<file path="src/hw/rtl/pdf_pkg.sv">
`timescale 1ns / 1ps
`default_nettype none
// ----------------------------------------------------------------------------
// pdf_pkg
// Shared constants, types and codes of the ordered display flush block.
// ----------------------------------------------------------------------------
package pdf_pkg;

    localparam int TABLE_SLOTS = 16;
    localparam int IDX_W       = $clog2(TABLE_SLOTS);
    localparam int PICK_W      = 5;
    localparam int PICK_LIMIT  = 16;
    localparam int CFG_IDX_W   = 4;
    localparam int CFG_DATA_W  = 8;

    localparam logic [CFG_IDX_W-1:0] REG_FRAME_BUF = CFG_IDX_W'(0);
    localparam logic [CFG_IDX_W-1:0] REG_NO_DISP   = CFG_IDX_W'(1);

    localparam logic [4:0] FRAME_BUF_RST = 5'd0;
    localparam logic [7:0] NO_DISP_RST   = 8'd254;

    localparam logic       CMD_LOAD  = 1'b0;
    localparam logic       CMD_FLUSH = 1'b1;

    // Running minimum handed from cell to cell
    typedef struct packed {
        logic                    found;
        logic signed [31:0]      poc;
        logic [IDX_W-1:0]        idx;
        logic [7:0]              id;
    } t_cand;

    // Slot clear request from the controller
    typedef struct packed {
        logic             en;
        logic [IDX_W-1:0] idx;
    } t_clr;

    typedef enum logic [2:0] {
        S_IDLE,
        S_SCAN,
        S_PICK,
        S_SUM
    } t_state;

endpackage
`default_nettype wire

</file>
<file path="src/hw/rtl/pdf_in_if.sv">
`timescale 1ns / 1ps
`default_nettype none
// ----------------------------------------------------------------------------
// pdf_in_if
// Command channel: load one slot or run a flush.
// ----------------------------------------------------------------------------
interface pdf_in_if;
    logic               valid;
    logic               ready;
    logic               cmd;
    logic [3:0]         slot;
    logic               slot_valid;
    logic [7:0]         buffer_id;
    logic signed [31:0] order_count;
    logic [4:0]         pick_count;
    logic signed [31:0] max_order_count;

    modport source (output valid, cmd, slot, slot_valid, buffer_id, order_count,
                    pick_count, max_order_count, input ready);
    modport sink   (input valid, cmd, slot, slot_valid, buffer_id, order_count,
                    pick_count, max_order_count, output ready);
endinterface
`default_nettype wire

</file>
<file path="src/hw/rtl/pdf_out_if.sv">
`timescale 1ns / 1ps
`default_nettype none
// ----------------------------------------------------------------------------
// pdf_out_if
// Result channel: displayed pictures and the closing summary.
// ----------------------------------------------------------------------------
interface pdf_out_if;
    logic               valid;
    logic               ready;
    logic [7:0]         out_buffer_id;
    logic signed [31:0] display_number;
    logic               is_summary;
    logic signed [31:0] new_display_base;
    logic               last;

    modport source (output valid, out_buffer_id, display_number, is_summary,
                    new_display_base, last, input ready);
    modport sink   (input valid, out_buffer_id, display_number, is_summary,
                    new_display_base, last, output ready);
endinterface
`default_nettype wire

</file>
<file path="src/hw/rtl/pdf_cfg_if.sv">
`timescale 1ns / 1ps
`default_nettype none
// ----------------------------------------------------------------------------
// pdf_cfg_if
// Configuration write channel.
// ----------------------------------------------------------------------------
interface pdf_cfg_if;
    import pdf_pkg::*;
    logic                  valid;
    logic                  ready;
    logic [CFG_IDX_W-1:0]  index;
    logic [CFG_DATA_W-1:0] data;

    modport source (output valid, index, data, input ready);
    modport sink   (input valid, index, data, output ready);
endinterface
`default_nettype wire

</file>
<file path="src/hw/rtl/pdf_cell.sv">
`timescale 1ns / 1ps
`default_nettype none
// ----------------------------------------------------------------------------
// pdf_cell
// One table slot; folds its picture into the passing running minimum.
// ----------------------------------------------------------------------------
module pdf_cell
    import pdf_pkg::*;
(
    input  wire logic               i_clk,
    input  wire logic               i_rst_n,
    input  wire logic [IDX_W-1:0]   i_idx,
    input  wire logic               i_wr_en,
    input  wire logic               i_wr_used,
    input  wire logic [7:0]         i_wr_id,
    input  wire logic signed [31:0] i_wr_poc,
    input  wire logic               i_clr,
    input  wire t_cand              i_cand,
    output t_cand                   o_cand
);

    logic               r_used;
    logic [7:0]         r_id;
    logic signed [31:0] r_poc;
    t_cand              r_cand;
    t_cand              n_cand;
    logic               w_take;

    // Replace only on strictly smaller POC: earlier slot wins ties
    assign w_take = r_used && (!i_cand.found || (r_poc < i_cand.poc));

    always_comb begin
        n_cand = i_cand;
        if (w_take) begin
            n_cand.found = 1'b1;
            n_cand.poc   = r_poc;
            n_cand.idx   = i_idx;
            n_cand.id    = r_id;
        end
    end

    always_ff @(posedge i_clk) begin
        if (!i_rst_n) begin
            r_used <= 1'b0;
        end else if (i_wr_en) begin
            r_used <= i_wr_used;
        end else if (i_clr) begin
            r_used <= 1'b0;
        end
    end

    always_ff @(posedge i_clk) begin
        if (i_wr_en) begin
            r_id  <= i_wr_id;
            r_poc <= i_wr_poc;
        end
        r_cand <= n_cand;
    end

    assign o_cand = r_cand;

endmodule
`default_nettype wire

</file>
<file path="src/hw/rtl/pdf_ctrl.sv">
`timescale 1ns / 1ps
`default_nettype none
// ----------------------------------------------------------------------------
// pdf_ctrl
// Flush sequencer, display counters and result register.
// ----------------------------------------------------------------------------
module pdf_ctrl
    import pdf_pkg::*;
(
    input  wire logic       i_clk,
    input  wire logic       i_rst_n,
    pdf_in_if.sink          i_in,
    pdf_out_if.source       o_out,
    input  wire t_cand      i_cand,
    input  wire logic [4:0] i_frame_buf,
    input  wire logic [7:0] i_no_disp,
    output t_clr            o_clr
);

    t_state             r_state, n_state;
    logic [IDX_W-1:0]   r_cnt;
    logic [PICK_W-1:0]  r_picks;
    logic signed [31:0] r_maxpoc;
    logic [31:0]        r_disp;
    logic [31:0]        r_base;
    logic               r_out_valid;
    logic [7:0]         r_out_id;
    logic [31:0]        r_out_num;
    logic               r_out_sum;
    logic [31:0]        r_out_base;

    logic               w_accept;
    logic               w_flush;
    logic               w_out_free;
    logic               w_disp_load;
    logic               w_sum_load;
    logic [31:0]        w_new_base;
    logic [PICK_W-1:0]  w_picks_in;
    t_clr               w_clr;

    assign w_accept   = i_in.valid && i_in.ready;
    assign w_flush    = w_accept && (i_in.cmd == CMD_FLUSH);
    assign w_out_free = !r_out_valid || o_out.ready;
    assign w_picks_in = (i_in.pick_count > PICK_W'(PICK_LIMIT)) ? PICK_W'(PICK_LIMIT)
                                                                : i_in.pick_count;
    assign w_new_base = r_base + r_maxpoc + 32'(i_frame_buf) + 32'd1;

    // Next state
    always_comb begin
        n_state = r_state;
        case (r_state)
            S_IDLE: begin
                if (w_flush) begin
                    n_state = (w_picks_in == '0) ? S_SUM : S_SCAN;
                end
            end
            S_SCAN: begin
                if (r_cnt == IDX_W'(TABLE_SLOTS - 1)) begin
                    n_state = S_PICK;
                end
            end
            S_PICK: begin
                if (!i_cand.found) begin
                    n_state = S_SUM;
                end else if (w_out_free) begin
                    n_state = (r_picks == PICK_W'(1)) ? S_SUM : S_SCAN;
                end
            end
            S_SUM: begin
                if (w_out_free) begin
                    n_state = S_IDLE;
                end
            end
            default: n_state = S_IDLE;
        endcase
    end

    // Outputs
    always_comb begin
        i_in.ready  = 1'b0;
        w_clr.en    = 1'b0;
        w_clr.idx   = i_cand.idx;
        w_disp_load = 1'b0;
        w_sum_load  = 1'b0;
        case (r_state)
            S_IDLE: i_in.ready = 1'b1;
            S_PICK: begin
                w_clr.en    = i_cand.found && w_out_free;
                w_disp_load = w_clr.en && (i_cand.id != i_no_disp);
            end
            S_SUM:  w_sum_load = w_out_free;
            default: ;
        endcase
    end

    assign o_clr = w_clr;

    always_ff @(posedge i_clk) begin
        if (!i_rst_n) begin
            r_state     <= S_IDLE;
            r_cnt       <= '0;
            r_picks     <= '0;
            r_disp      <= '0;
            r_base      <= '0;
            r_out_valid <= 1'b0;
        end else begin
            r_state <= n_state;
            if (r_state == S_SCAN) begin
                r_cnt <= r_cnt + IDX_W'(1);
            end else begin
                r_cnt <= '0;
            end
            if (w_flush) begin
                r_picks <= w_picks_in;
            end else if (w_clr.en) begin
                r_picks <= r_picks - PICK_W'(1);
            end
            if (w_disp_load) begin
                r_disp <= r_disp + 32'd1;
            end
            if (w_sum_load) begin
                r_base <= w_new_base;
            end
            if (w_disp_load || w_sum_load) begin
                r_out_valid <= 1'b1;
            end else if (o_out.ready) begin
                r_out_valid <= 1'b0;
            end
        end
    end

    always_ff @(posedge i_clk) begin
        if (w_flush) begin
            r_maxpoc <= i_in.max_order_count;
        end
        if (w_disp_load) begin
            r_out_id   <= i_cand.id;
            r_out_num  <= r_disp + 32'd1;
            r_out_sum  <= 1'b0;
            r_out_base <= '0;
        end else if (w_sum_load) begin
            r_out_id   <= '0;
            r_out_num  <= '0;
            r_out_sum  <= 1'b1;
            r_out_base <= w_new_base;
        end
    end

    assign o_out.valid            = r_out_valid;
    assign o_out.out_buffer_id    = r_out_id;
    assign o_out.display_number   = r_out_num;
    assign o_out.is_summary       = r_out_sum;
    assign o_out.new_display_base = r_out_base;
    assign o_out.last             = r_out_sum;

    a_disp_step: assert property (@(posedge i_clk) disable iff (!i_rst_n)
        w_disp_load |=> r_disp == $past(r_disp) + 32'd1)
        else $error("display counter did not advance on a display pick");

    a_base_hold: assert property (@(posedge i_clk) disable iff (!i_rst_n)
        !w_sum_load |=> $stable(r_base))
        else $error("display base moved outside a summary");

    a_pick_bound: assert property (@(posedge i_clk) disable iff (!i_rst_n)
        r_picks <= PICK_W'(PICK_LIMIT))
        else $error("pick count above limit");

    a_sum_done: assert property (@(posedge i_clk) disable iff (!i_rst_n)
        w_sum_load |=> (r_state == S_IDLE) && r_out_valid && r_out_sum)
        else $error("summary did not close the flush");

endmodule
`default_nettype wire

</file>
<file path="src/hw/rtl/poc_ordered_display_flush_top.sv">
`timescale 1ns / 1ps
`default_nettype none
// ----------------------------------------------------------------------------
// poc_ordered_display_flush_top
// Picture table with display-order flush: load slots, then bump pictures in
// ascending order count and report the new display base.
// ----------------------------------------------------------------------------
// Flow: a load request writes its slot into one cell register. A flush request
//   scans the table through the cell chain, then takes the minimum as a pick,
//   with a fresh scan before each further pick; the summary comes last.
// Input: the block takes no new request until a flush has put its summary in
//   the result register; an output stall holds the flush longer.
// Reset: all slot valid flags, display counter and display base clear;
//   frame buffering resets to 0 and the do-not-display id to 254.
// ----------------------------------------------------------------------------
module poc_ordered_display_flush_top
    import pdf_pkg::*;
(
    input  wire logic i_clk,
    input  wire logic i_rst_n,
    pdf_in_if.sink    i_in,
    pdf_out_if.source o_out,
    pdf_cfg_if.sink   i_cfg
);

    logic [4:0] r_frame_buf;
    logic [7:0] r_no_disp;
    logic       w_load;
    t_clr       w_clr;
    t_cand      w_chain [0:TABLE_SLOTS];

    // Configuration: always ready, registers written by index; others drop
    assign i_cfg.ready = 1'b1;

    always_ff @(posedge i_clk) begin
        if (!i_rst_n) begin
            r_frame_buf <= FRAME_BUF_RST;
            r_no_disp   <= NO_DISP_RST;
        end else if (i_cfg.valid) begin
            case (i_cfg.index)
                REG_FRAME_BUF: r_frame_buf <= i_cfg.data[4:0];
                REG_NO_DISP:   r_no_disp   <= i_cfg.data[7:0];
                default: ;
            endcase
        end
    end

    // A load request writes the one cell that its slot names
    assign w_load = i_in.valid && i_in.ready && (i_in.cmd == CMD_LOAD);

    // Feed the chain an empty candidate; each cell hands its running minimum
    // to the next, so the chain end holds the full-table minimum once stable
    // contents have passed through the register of every cell.
    assign w_chain[0] = '0;

    for (genvar k = 0; k < TABLE_SLOTS; k++) begin : g_cell
        logic w_wr_en;
        logic w_clr_en;

        assign w_wr_en  = w_load && (32'(i_in.slot) == 32'(k));
        assign w_clr_en = w_clr.en && (w_clr.idx == IDX_W'(k));

        pdf_cell u_cell (
            .i_clk     (i_clk),
            .i_rst_n   (i_rst_n),
            .i_idx     (IDX_W'(k)),
            .i_wr_en   (w_wr_en),
            .i_wr_used (i_in.slot_valid),
            .i_wr_id   (i_in.buffer_id),
            .i_wr_poc  (i_in.order_count),
            .i_clr     (w_clr_en),
            .i_cand    (w_chain[k]),
            .o_cand    (w_chain[k+1])
        );
    end

    // Sequence the picks, count display numbers, hold the result register
    pdf_ctrl u_ctrl (
        .i_clk       (i_clk),
        .i_rst_n     (i_rst_n),
        .i_in        (i_in),
        .o_out       (o_out),
        .i_cand      (w_chain[TABLE_SLOTS]),
        .i_frame_buf (r_frame_buf),
        .i_no_disp   (r_no_disp),
        .o_clr       (w_clr)
    );

endmodule
`default_nettype wire

</file>
<file path="src/flat_wrapper.sv">
// flat-port wrapper written by rule: the top's interface ports become plain ports
module poc_ordered_display_flush_top_flat import pdf_pkg::*;
  (i_clk, i_rst_n, i_in_valid, i_in_cmd, i_in_slot, i_in_slot_valid, i_in_buffer_id, i_in_order_count, i_in_pick_count, i_in_max_order_count, i_in_ready, o_out_valid, o_out_out_buffer_id, o_out_display_number, o_out_is_summary, o_out_new_display_base, o_out_last, o_out_ready, i_cfg_valid, i_cfg_index, i_cfg_data, i_cfg_ready);
  pdf_in_if i_in_i ();
  pdf_out_if o_out_i ();
  pdf_cfg_if i_cfg_i ();
  input  wire logic i_clk;
  input  wire logic i_rst_n;
  input wire logic [$bits(i_in_i.valid)-1:0] i_in_valid;
  input wire logic [$bits(i_in_i.cmd)-1:0] i_in_cmd;
  input wire logic [$bits(i_in_i.slot)-1:0] i_in_slot;
  input wire logic [$bits(i_in_i.slot_valid)-1:0] i_in_slot_valid;
  input wire logic [$bits(i_in_i.buffer_id)-1:0] i_in_buffer_id;
  input wire logic [$bits(i_in_i.order_count)-1:0] i_in_order_count;
  input wire logic [$bits(i_in_i.pick_count)-1:0] i_in_pick_count;
  input wire logic [$bits(i_in_i.max_order_count)-1:0] i_in_max_order_count;
  output wire logic [$bits(i_in_i.ready)-1:0] i_in_ready;
  output wire logic [$bits(o_out_i.valid)-1:0] o_out_valid;
  output wire logic [$bits(o_out_i.out_buffer_id)-1:0] o_out_out_buffer_id;
  output wire logic [$bits(o_out_i.display_number)-1:0] o_out_display_number;
  output wire logic [$bits(o_out_i.is_summary)-1:0] o_out_is_summary;
  output wire logic [$bits(o_out_i.new_display_base)-1:0] o_out_new_display_base;
  output wire logic [$bits(o_out_i.last)-1:0] o_out_last;
  input wire logic [$bits(o_out_i.ready)-1:0] o_out_ready;
  input wire logic [$bits(i_cfg_i.valid)-1:0] i_cfg_valid;
  input wire logic [$bits(i_cfg_i.index)-1:0] i_cfg_index;
  input wire logic [$bits(i_cfg_i.data)-1:0] i_cfg_data;
  output wire logic [$bits(i_cfg_i.ready)-1:0] i_cfg_ready;
  assign i_in_i.valid = i_in_valid;
  assign i_in_i.cmd = i_in_cmd;
  assign i_in_i.slot = i_in_slot;
  assign i_in_i.slot_valid = i_in_slot_valid;
  assign i_in_i.buffer_id = i_in_buffer_id;
  assign i_in_i.order_count = i_in_order_count;
  assign i_in_i.pick_count = i_in_pick_count;
  assign i_in_i.max_order_count = i_in_max_order_count;
  assign i_in_ready = i_in_i.ready;
  assign o_out_valid = o_out_i.valid;
  assign o_out_out_buffer_id = o_out_i.out_buffer_id;
  assign o_out_display_number = o_out_i.display_number;
  assign o_out_is_summary = o_out_i.is_summary;
  assign o_out_new_display_base = o_out_i.new_display_base;
  assign o_out_last = o_out_i.last;
  assign o_out_i.ready = o_out_ready;
  assign i_cfg_i.valid = i_cfg_valid;
  assign i_cfg_i.index = i_cfg_index;
  assign i_cfg_i.data = i_cfg_data;
  assign i_cfg_ready = i_cfg_i.ready;
  poc_ordered_display_flush_top u_core (.i_clk(i_clk), .i_rst_n(i_rst_n), .i_in(i_in_i), .o_out(o_out_i), .i_cfg(i_cfg_i));
endmodule
</file>
<file path="config.mk">
export PLATFORM = sky130hd
export DESIGN_NAME = poc_ordered_display_flush_top_flat
export DESIGN_NICKNAME = d
export VERILOG_FILES = /design/src/hw/rtl/pdf_pkg.sv /design/src/hw/rtl/pdf_in_if.sv /design/src/hw/rtl/pdf_out_if.sv /design/src/hw/rtl/pdf_cfg_if.sv /design/src/hw/rtl/pdf_cell.sv /design/src/hw/rtl/pdf_ctrl.sv /design/src/hw/rtl/poc_ordered_display_flush_top.sv /design/src/flat_wrapper.sv
export SDC_FILE = /design/constraint.sdc
export NUM_CORES = 2
export LEC_CHECK = 0
export ABC_CLOCK_PERIOD_IN_PS = 5100
export BUFFER_PORTS_ARGS = -buffer_cell sky130_fd_sc_hd__buf_2
export CAP_MARGIN = 40
export CELL_PAD_IN_SITES_DETAIL_PLACEMENT = 1
export CELL_PAD_IN_SITES_GLOBAL_PLACEMENT = 2
export CORE_MARGIN = 2
export CORE_UTILIZATION = 43
export DETAILED_ROUTE_END_ITERATION = 10
export PLACE_DENSITY_LB_ADDON = 0.15
export SLEW_MARGIN = 20
export SYNTH_ARGS = -nofsm -noshare
export SYNTH_HDL_FRONTEND = slang
export SYNTH_SLANG_ARGS = --single-unit
</file>
<file path="constraint.sdc">
create_clock -name i_clk -period 5.1 [get_ports i_clk]
set_input_delay 0.255 -clock i_clk [delete_from_list [all_inputs] [get_ports i_clk]]
set_output_delay 0.255 -clock i_clk [all_outputs]
set_load 0.01 [all_outputs]
</file>
==> metrics.cfg <==
[run_status]
status = finished clean

[pwr]
p_clk_share_pct = 46.0
p_int_mw = 20.7
switching_share_pct = 22.4
power.density_nw_per_um2 = 342
netSwitchingPower_mw = 6.00
combPwrFrac_pct = 4.6
p_seq_share_pct = 49.4
static-leakage-power_nw = 28.9
ir_worst_vdd_v = 0.000354

[floorplanning]
start_util_pct = 43.3
rows = 145
die_w_um = 401
io_pins = 177
dieHeight_um = 401
core_area_um2 = 157000
die_area_um2 = 161000

[global_routing]
grt_pass1_vias = 49300
overflow = 0
antenna_found_initial = 22
grt_usage_pct = 25.2
grt_max_degree = 84
grt_pass1_wl_um = 310000

[worst_setup_path]
worstRegToRegCells = 11
worstSetupEndpointType = flop
crit_path_start = u_core.u_ctrl.r_maxpoc[1]
crit_type = reg -> reg
critPathArrivalTime_ns = 4.43
worstPathRequired_ns = 5.78
crit_end = u_core.u_ctrl.o_out.new_display_base[30]
crit_fanout = 4
setup.worst_path.start_class = flop
r2r_end = u_core.u_ctrl.o_out.new_display_base[30]
regToRegSetupSlack_ns = 1.35
regToRegStartpoint = u_core.u_ctrl.r_maxpoc[1]

[logic_synthesis]
ys_warn_count = 0
synth_area_um2 = 67900
avgSynthCellArea_um2 = 11.6
syn_nets = 6462
ys_ff_latch = 1523
synth_top_area_share_pct = 31.5
synth_seq_area_share_pct = 55.4
syn_inst = 5830
ys_top_cells_by_count = 811 x dfxtp_1, 712 x edfxtp_1, 527 x ha_1, 515 x inv_1, 445 x nand3_1
yosysUniqueCellTypes = 95
synth_most_common_cell = dfxtp_1
ys_top_cells_by_area = edfxtp_1 32%, dfxtp_1 24%, ha_1 9.7%, mux2_2 3.8%, nand3_1 3.3%
synth-edff-count = 712
synthArstFlopShare_pct = 0
synth-main-ff-cell = dfxtp_1
synth_largest_area_cell = edfxtp_1

[clock_network]
insertion_delay_ns = 0.80
cts-root-buf = clkbuf_16
clkTransAtPathRegs_ns = 0.06
cts_buffers = 166
cts.sinks = 1523
cts_tree = done
clock_path_buffers = 3
cts-htree-levels = 4

[drt]
drtAntennaViolNets = 0
drt_iter0_markers = 3906
postRouteWirelength_um = 205000
vias_per_cell = 5.69
routedWlPerCell_um = 24.8
dr.pass1.iters = 10
route.detailed.drc = 0
num_vias = 47200

[timing]
finClkSkew_ns = 0.0363
fin_crit_ns = 3.75
timing.final.crit_share_pct = 73.5
tns_ns = 0
grt_setup_unrepaired = no
maxSlewHeadroom_pct = 40.9
slew_violations = 0
tightest_slew_ns = 0.887
setup_viol = 0
holdWs_ns = 0.0635
hold_violations = 0
fmax_mhz = 267

[layout]
syn_to_final_growth_pct = 15.1
nFillCells = 16200
nNetsFinal = 6718
drive_gt1_share_pct = 14.6

[placement]
port_buffers = 175
dp_hpwl_um = 138000
place.gp.congestion = 0.803

[worst_hold_path]
whs_path_depth = 1
holdCritPathClass = in -> reg

[run]
maxCapViolCount = 0

[critical path, cell delays in order (launching register included)]
cell and delay, ns:
edfxtp_1 0.41, fa_1 0.59, inv_1 0.07, fa_1 0.43, nor2b_1 0.22, o21ai_0 0.21
a21oi_1 0.23, o21ai_1 0.18, a21boi_0 0.54, o21ai_0 0.28, and2_1 0.20, a221o_1 0.28
[worst min path at each step]
stage | from | end
floorplan | i_in_buffer_id[0] | u_core.g_cell[0].u_cell.r_id[0]
CTS | i_in_cmd | u_core.u_ctrl.r_picks[4]
finish | i_in_order_count[0] | u_core.g_cell[5].u_cell.r_poc[0]
global route | i_in_order_count[0] | u_core.g_cell[5].u_cell.r_poc[0]
detailed placement | u_core.g_cell[6].u_cell.o_cand[8] | u_core.g_cell[7].u_cell.o_cand[8]
global placement | u_core.g_cell[6].u_cell.o_cand[8] | u_core.g_cell[7].u_cell.o_cand[8]
[kinds of logic (layout without fill, tap and decap cells)]
group | after synthesis | after routing | synth area share, %
simple gates | 1403 | 1403 | 10.7
fa+ha+maj | 532 | 532 | 9.86
buf+inv | 794 | 1194 | 4.61
xor+xnor | 74 | 74 | 0.955
mux | 390 | 390 | 6.64
other cells | 1 | 10 | 0.00553
flops | 1523 | 1523 | 55.4
compound gates | 1113 | 1113 | 11.8
[what timing repair did]
item	4_1_cts	5_1_grt
resized for setup	0	0
buffers inserted	0	0
hold endpoints to repair	181	0
hold buffers	78	0
[power by group through the flow]
stage | Combinational, mW | Clock, mW | Sequential (mW)
floorplan | 0.634 | 0 | 13.4
global placement | 1.14 | 0 | 13.5
detailed placement | 1.19 | 0 | 13.5
CTS | 1.24 | 12.6 | 13.2
global route | 1.36 | 13.0 | 13.2
finish | 1.24 | 12.3 | 13.2
[cell type report]
type | instances | area [µm²] | share of cell area (%)
repair buffers | 364 | 2920 | 3.74
clock buffers | 259 | 5060 | 6.47
diodes | 9 | 22.5 | 0.0288
clock inverters | 53 | 557 | 0.713
inverters | 518 | 1950 | 2.49
multi-input cells | 3513 | 27400 | 35.1
flip-flops and latches | 1523 | 37600 | 48.2
well taps | 2058 | 2570 | 3.30
[metal layers]
metal | track usage (%) | up-vias | wire, µm
li1 | - | 22000 | -
met1 | 32.4 | 23900 | 88000
met2 | 43.5 | 1021 | 102000
met3 | 3.86 | 295 | 10200
met4 | 7.73 | 2 | 5590
met5 | 0 | - | 14
[cells in the final DEF (no fill, tap or decap), drive strengths merged, types with 42 or more instances in the layout]
cell / n
dfxtp: 811
edfxtp: 712
ha: 527
inv: 518
nand3: 445
mux2: 373
buf: 285
clkbuf: 260
and2: 227
nand2: 212
a21oi: 208
o211ai: 200
a21o: 195
nor2: 187
a222oi: 156
o21ai: 154
nand4: 88
dlygate4sd3: 78
a31oi: 54
nand2b: 48
xnor2: 43
nor3: 42
[flip-flops by register name, indices dropped and copies added (netlist names), 16 cells and up]
signal                                cells
u_core.u_ctrl.o_out.display_number       32
u_core.u_ctrl.r_maxpoc                   32
u_core.g_cell.u_cell.o_cand             673
u_core.u_ctrl.r_base                     32
u_core.g_cell.u_cell.r_used              16
u_core.u_ctrl.r_disp                     32
u_core.g_cell.u_cell.r_id               128
u_core.g_cell.u_cell.r_poc              512
u_core.u_ctrl.o_out.new_display_base     32
[metrics by stage]
stage                     std cells  total power [mW]  cell area [µm²]  worst slack [ns]  utilization, %
final                          8297              26.7            78100              1.35            49.9
after global routing           8289              27.6            78100              1.02            49.9
after CTS                      8280              27.0            77900              1.36            49.8
after detailed placement       7890              14.6            71500              1.39            45.7
after global placement         7869              14.6            71000              1.48            45.4
after floorplan                5830              14.0            67900             0.712               -
No activity file was read; power rests on OpenSTA's default activity.
